===== config.mk =====
export PLATFORM = sky130hd
export DESIGN_NAME = bads_div
export DESIGN_NICKNAME = d
export VERILOG_FILES = /design/src/block_average_downsample_unit_macros.svh /design/src/bads_pkg.sv /design/src/bads_div.sv
export SDC_FILE = /design/constraint.sdc
export NUM_CORES = 1
export LEC_CHECK = 0
export BUFFER_PORTS_ARGS = -buffer_cell sky130_fd_sc_hd__buf_2
export CORE_MARGIN = 5
export CORE_UTILIZATION = 30
export DETAILED_ROUTE_END_ITERATION = 12
export PLACE_DENSITY = 0.63
export SLEW_MARGIN = 20
export SYNTH_ARGS = -nofsm -noshare
export SYNTH_HDL_FRONTEND = slang
export SYNTH_SLANG_ARGS = --single-unit

===== constraint.sdc =====
create_clock -name clk_i -period 5.85 [get_ports clk_i]
set_input_delay 0.585 -clock clk_i [delete_from_list [all_inputs] [get_ports clk_i]]
set_output_delay 0.585 -clock clk_i [all_outputs]
set_load 0.005 [all_outputs]

===== src/block_average_downsample_unit_macros.svh =====
// ----------------------------------------------------------------------------
// Assertion macros for the block average downsampler
// Concurrent assertion wrappers. Define ASSERT_OFF to compile them away.
// ----------------------------------------------------------------------------
`ifndef BLOCK_AVERAGE_DOWNSAMPLE_UNIT_MACROS_SVH
`define BLOCK_AVERAGE_DOWNSAMPLE_UNIT_MACROS_SVH

`ifndef ASSERT_OFF
// Check a property on every rising clock edge outside reset
`define BADS_ASSERT(lbl, clk, rst_n, prop, msg) \
  lbl: assert property (@(posedge clk) disable iff (!rst_n) prop) else $error(msg);
// Check that a condition implies a consequence in the same cycle
`define BADS_ASSERT_IMP(lbl, clk, rst_n, ante, cons, msg) \
  lbl: assert property (@(posedge clk) disable iff (!rst_n) (ante) |-> (cons)) else $error(msg);
`else
`define BADS_ASSERT(lbl, clk, rst_n, prop, msg)
`define BADS_ASSERT_IMP(lbl, clk, rst_n, ante, cons, msg)
`endif

`endif


===== src/bads_pkg.sv =====
// ----------------------------------------------------------------------------
// Block average downsampler package
// Shared widths, defaults and configuration register indexes.
// ----------------------------------------------------------------------------
package bads_pkg;

  // Default parameter values
  localparam int MAX_COLS_DEF   = 4096;
  localparam int MAX_BLOCK_DEF  = 16;
  localparam int PIXEL_BITS_DEF = 24;

  // Fixed widths
  localparam int SUM_W     = 32;
  localparam int COORD_W   = 12;
  localparam int CFG_DIM_W = 13;
  localparam int CFG_BS_W  = 5;
  localparam int CFG_IDX_W = 2;
  localparam int STEP_W    = $clog2(SUM_W + 1);

  // Register reset values
  localparam logic [CFG_DIM_W-1:0] COLS_RST = 13'd640;
  localparam logic [CFG_DIM_W-1:0] ROWS_RST = 13'd480;
  localparam logic [CFG_BS_W-1:0]  BS_RST   = 5'd2;

  // Configuration register indexes
  typedef enum logic [CFG_IDX_W-1:0] {
    CFG_FRAME_COLS = 2'd0,
    CFG_FRAME_ROWS = 2'd1,
    CFG_BLOCK_SIZE = 2'd2
  } cfg_idx_e;

endpackage


===== src/bads_div.sv =====
// ----------------------------------------------------------------------------
// Shared restoring divider
// Unsigned division, one quotient bit per cycle. The dividend is left
// aligned by the caller; steps sets how many top bits are consumed.
// ----------------------------------------------------------------------------
module bads_div #(
  parameter int DVS_W = 9
) (
  input  logic                      clk_i,
  input  logic                      rst_ni,
  input  logic                      start_i,
  input  logic [bads_pkg::SUM_W-1:0]  dividend_i,
  input  logic [DVS_W-1:0]          divisor_i,
  input  logic [bads_pkg::STEP_W-1:0] steps_i,
  output logic                      busy_o,
  output logic                      done_o,
  output logic [bads_pkg::SUM_W-1:0]  quot_o,
  output logic [DVS_W-1:0]          rem_o
);
  import bads_pkg::*;

  logic              busy_q, done_q;
  logic [STEP_W-1:0] cnt_q;
  logic [SUM_W-1:0]  quot_q;
  logic [DVS_W-1:0]  rem_q, divisor_q;
  logic [DVS_W:0]    rem_sh, rem_sub;
  logic              fits;
  logic [DVS_W-1:0]  rem_nx;

  // Shift in the next dividend bit and try a subtract
  always_comb begin
    rem_sh  = {rem_q, quot_q[SUM_W-1]};
    rem_sub = rem_sh - {1'b0, divisor_q};
    fits    = rem_sh >= {1'b0, divisor_q};
    rem_nx  = fits ? rem_sub[DVS_W-1:0] : rem_sh[DVS_W-1:0];
  end

  // Control: step count and done pulse
  always_ff @(posedge clk_i or negedge rst_ni) begin
    if (!rst_ni) begin
      busy_q <= 1'b0;
      done_q <= 1'b0;
      cnt_q  <= '0;
    end else begin
      done_q <= 1'b0;
      if (start_i) begin
        busy_q <= 1'b1;
        cnt_q  <= steps_i;
      end else if (busy_q) begin
        cnt_q <= cnt_q - 1'b1;
        if (cnt_q == STEP_W'(1)) begin
          busy_q <= 1'b0;
          done_q <= 1'b1;
        end
      end
    end
  end

  // Datapath: load operands, then advance one bit a cycle
  always_ff @(posedge clk_i) begin
    if (start_i) begin
      quot_q    <= dividend_i;
      rem_q     <= '0;
      divisor_q <= divisor_i;
    end else if (busy_q) begin
      quot_q <= {quot_q[SUM_W-2:0], fits};
      rem_q  <= rem_nx;
    end
  end

  assign busy_o = busy_q;
  assign done_o = done_q;
  assign quot_o = quot_q;
  assign rem_o  = rem_q;

endmodule


==> metrics.yaml <==
yosys:
  synth.cell_area_um2: 2909
  synth_flop_cell: "edfxtp_1"
  synth.distinct_cells: 47
  ys_seq_area_share_pct: 55.40
  synth_edf_count: 41
  yosysWarnings: 0
  ys_seq_elements: 58
  syn_nets: 295
  synthArstFlopShare_pct: 13.79
  synthCells: 233
  syn_area_per_cell_um2: 12.49
global_routing:
  overflow: 0
  grt.total_usage_pct: 10.42
  grt_max_degree: 68
  grt_pass1_wl_um: 9542
  grt_pass1_vias: 1984
  antenna_found_initial: 0
finish:
  area_delta_synth_final_pct: 26.37
  postLayoutCoreUtil_pct: 38.32
  diodes: 0
  drive_gt1_share_pct: 43.81
  final_common_cell: "buf_2"
  nets: 388
  final_cell_mix: "buf_2 (92), edfxtp_1 (41), mux2_2 (31), nor2_1 (17), nand2_1 (16)"
placement:
  numPortBuffers: 92
  hpwlAfterDp_um: 4368
  gp_congestion: 0.8089
clock_network:
  post_cts_buffers: 0
  numCtsBuffers: 9
  clockBufferDepth: 2
  cts_tree: "done"
  clk_latency_ps: 330
  clk_pin_slew_ps: 70
  cts_root_buf: "clkbuf_8"
  htreeDepth: 3
  clock_sinks: 58
  ctsHoldBuffers: 0
  post_cts_resized: 0
timing:
  setup_viol_count_final: 0
  rsz0062_at_grt: "false"
  tightestPinTransition_ps: 839.1
  fmax_mhz: 381.2
  period_needed_ps: 2623
  fin_setup_tns_ps: 0
  slew_headroom_pct: 44.06
  finalHoldViolations: 0
  drv_slew: 0
  period_share_pct: 44.84
  fin_skew_ps: 7.162
routing:
  num_vias: 2038
  wl_um: 6018
  drtPass1Iterations: 4
  vias_per_cell: 4.392
  wl_per_cell_um: 12.97
  antenna_left: 0
  drc: 0
  drtIter0Drc: 111
worst_setup_path:
  startpoint_type: "flop"
  critPathRequiredTime_ps: 6060
  cp-end-kind: "flop"
  cp_slowest_stage_delay_ps: 420
  cp_max_fo: 15
  crit_slowest_cell: "edfxtp_1"
  criticalPathCategory: "reg2reg"
  cp_num_buf_inv: 2
  cp.arrival_ps: 2830
  crit_family: "compound AO/OA/AOI/OAI gates"
  cp_cell_sequence: "inv_1 -> ha_1 -> inv_1 -> fa_1 -> a211oi_2 -> o21a_2 -> o211a_2 -> a2111oi_0 -> or3_1"
  cpMostUsedCell: "inv_1"
floorplanning:
  die_area_um2: 11770
  die_w_um: 108.5
  pin_count: 93
  dieHeight_um: 108.5
  core_area_um2: 9594
  rows: 36
  start_util_pct: 30.32
status:
  status: "finished, final reports clean"
job:
  cap_violations: 0
power_and_ir_drop:
  power.density_nw_per_um2: 366.1
  leakage_uw: 0.001636
  vdd_drop_max_uv: 162.1
hold_path:
  hp-class: "in2async"
-- synthesized netlist by cell type (all sizes together), types with 2 or more instances --
library cell | n | share of area, %
a211oi | 5 | 1.5
a21oi | 4 | 0.69
a311oi | 3 | 0.90
buf | 4 | 0.90
clkbuf | 7 | 0.90
dfrtp | 8 | 6.9
dfxtp | 9 | 6.2
edfxtp | 41 | 42
ha | 11 | 4.7
inv | 15 | 1.9
mux2 | 31 | 12
mux2i | 9 | 3.1
nand2 | 16 | 2.1
nand3 | 3 | 0.52
nand3b | 3 | 0.77
nand4b | 2 | 0.60
nor2 | 17 | 2.2
nor4 | 2 | 0.43
o211a | 2 | 0.69
o211ai | 3 | 0.77
o21a | 2 | 0.56
o21ai | 8 | 1.4
or3 | 2 | 0.43
xnor2 | 6 | 1.8
xor2 | 3 | 0.90
-- path summary, 6_finish.rpt --
path,from,end,slack (ps),depth (start not counted)
max,quot_o[31],rem_o[8],3230,9
min,rst_ni,cnt_q[1],90,1
max reg2reg,quot_o[31],rem_o[8],3230,9
min reg2reg,rem_o[6],rem_o[6],530,2
max in group asynchronous,rst_ni,cnt_q[0],5590,1
min in group clk_i,divisor_i[2],divisor_q[2],430,1
-- cell families (layout without fill, tap and decap cells) --
family	Yosys count	after routing	share of synthesized area (%)
buffers and inverters	26	124	3.742
AO/OA/AOI/OAI	33	33	8.130
multiplexers	40	40	15.10
XOR/XNOR	9	9	2.710
flip-flops	58	58	55.40
AND/OR/NAND/NOR	55	55	9.506
adder cells (fa/ha/maj)	12	12	5.419
-- where the power goes --
part	total, uW	leakage, uW	internal [uW]	switching, uW
combinational	424	0.000944	215	209
sequential	573	0.000596	518	54.8
clock	349	0.0000958	194	156
total	1350	0.00164	926	420
-- flip-flops by register name (all words and copies together), names as in the netlist --
| name | count |
|---|---|
| done_o | 1 |
| busy_o | 1 |
| divisor_q | 9 |
| cnt_q | 6 |
| quot_o | 32 |
| rem_o | 9 |
-- per-layer routing --
| metal | GRT usage (%) | wire, um | vias to the layer above |
|---|---|---|---|
| met3 | 4.836 | 524 | 6 |
| li1 | - | - | 1036 |
| met1 | 13.25 | 2635 | 934 |
| met5 | 0 | 0 | - |
| met4 | 2.885 | 42 | 0 |
| met2 | 15.93 | 2816 | 62 |
-- through the flow --
stage | power (uW) | instance area [um^2] | setup slack (ps) | hold WS [ps] | std cells
after floorplan | 881.4 | 2909 | 3532 | 289.4 | 233
after global placement | 1003 | 3491 | 3121 | 437.3 | 448
after detailed placement | 1011 | 3491 | 3246 | 438.6 | 448
after CTS | 1373 | 3676 | 3224 | 75.53 | 464
after global routing | 1448 | 3676 | 3086 | 81.37 | 464
final | 1346 | 3676 | 3227 | 87.79 | 464
-- cell type report --
cell class / count / area [um^2]
Fill cell: 972 / 5918
Sequential cell: 58 / 1612
Tap cell: 133 / 166.4
Inverter: 15 / 56.30
Clock inverter: 6 / 57.56
Multi-Input combinational cell: 149 / 1189
Clock buffer: 10 / 127.6
Timing Repair Buffer: 93 / 467.9
No activity file was read; power rests on OpenSTA's default activity.
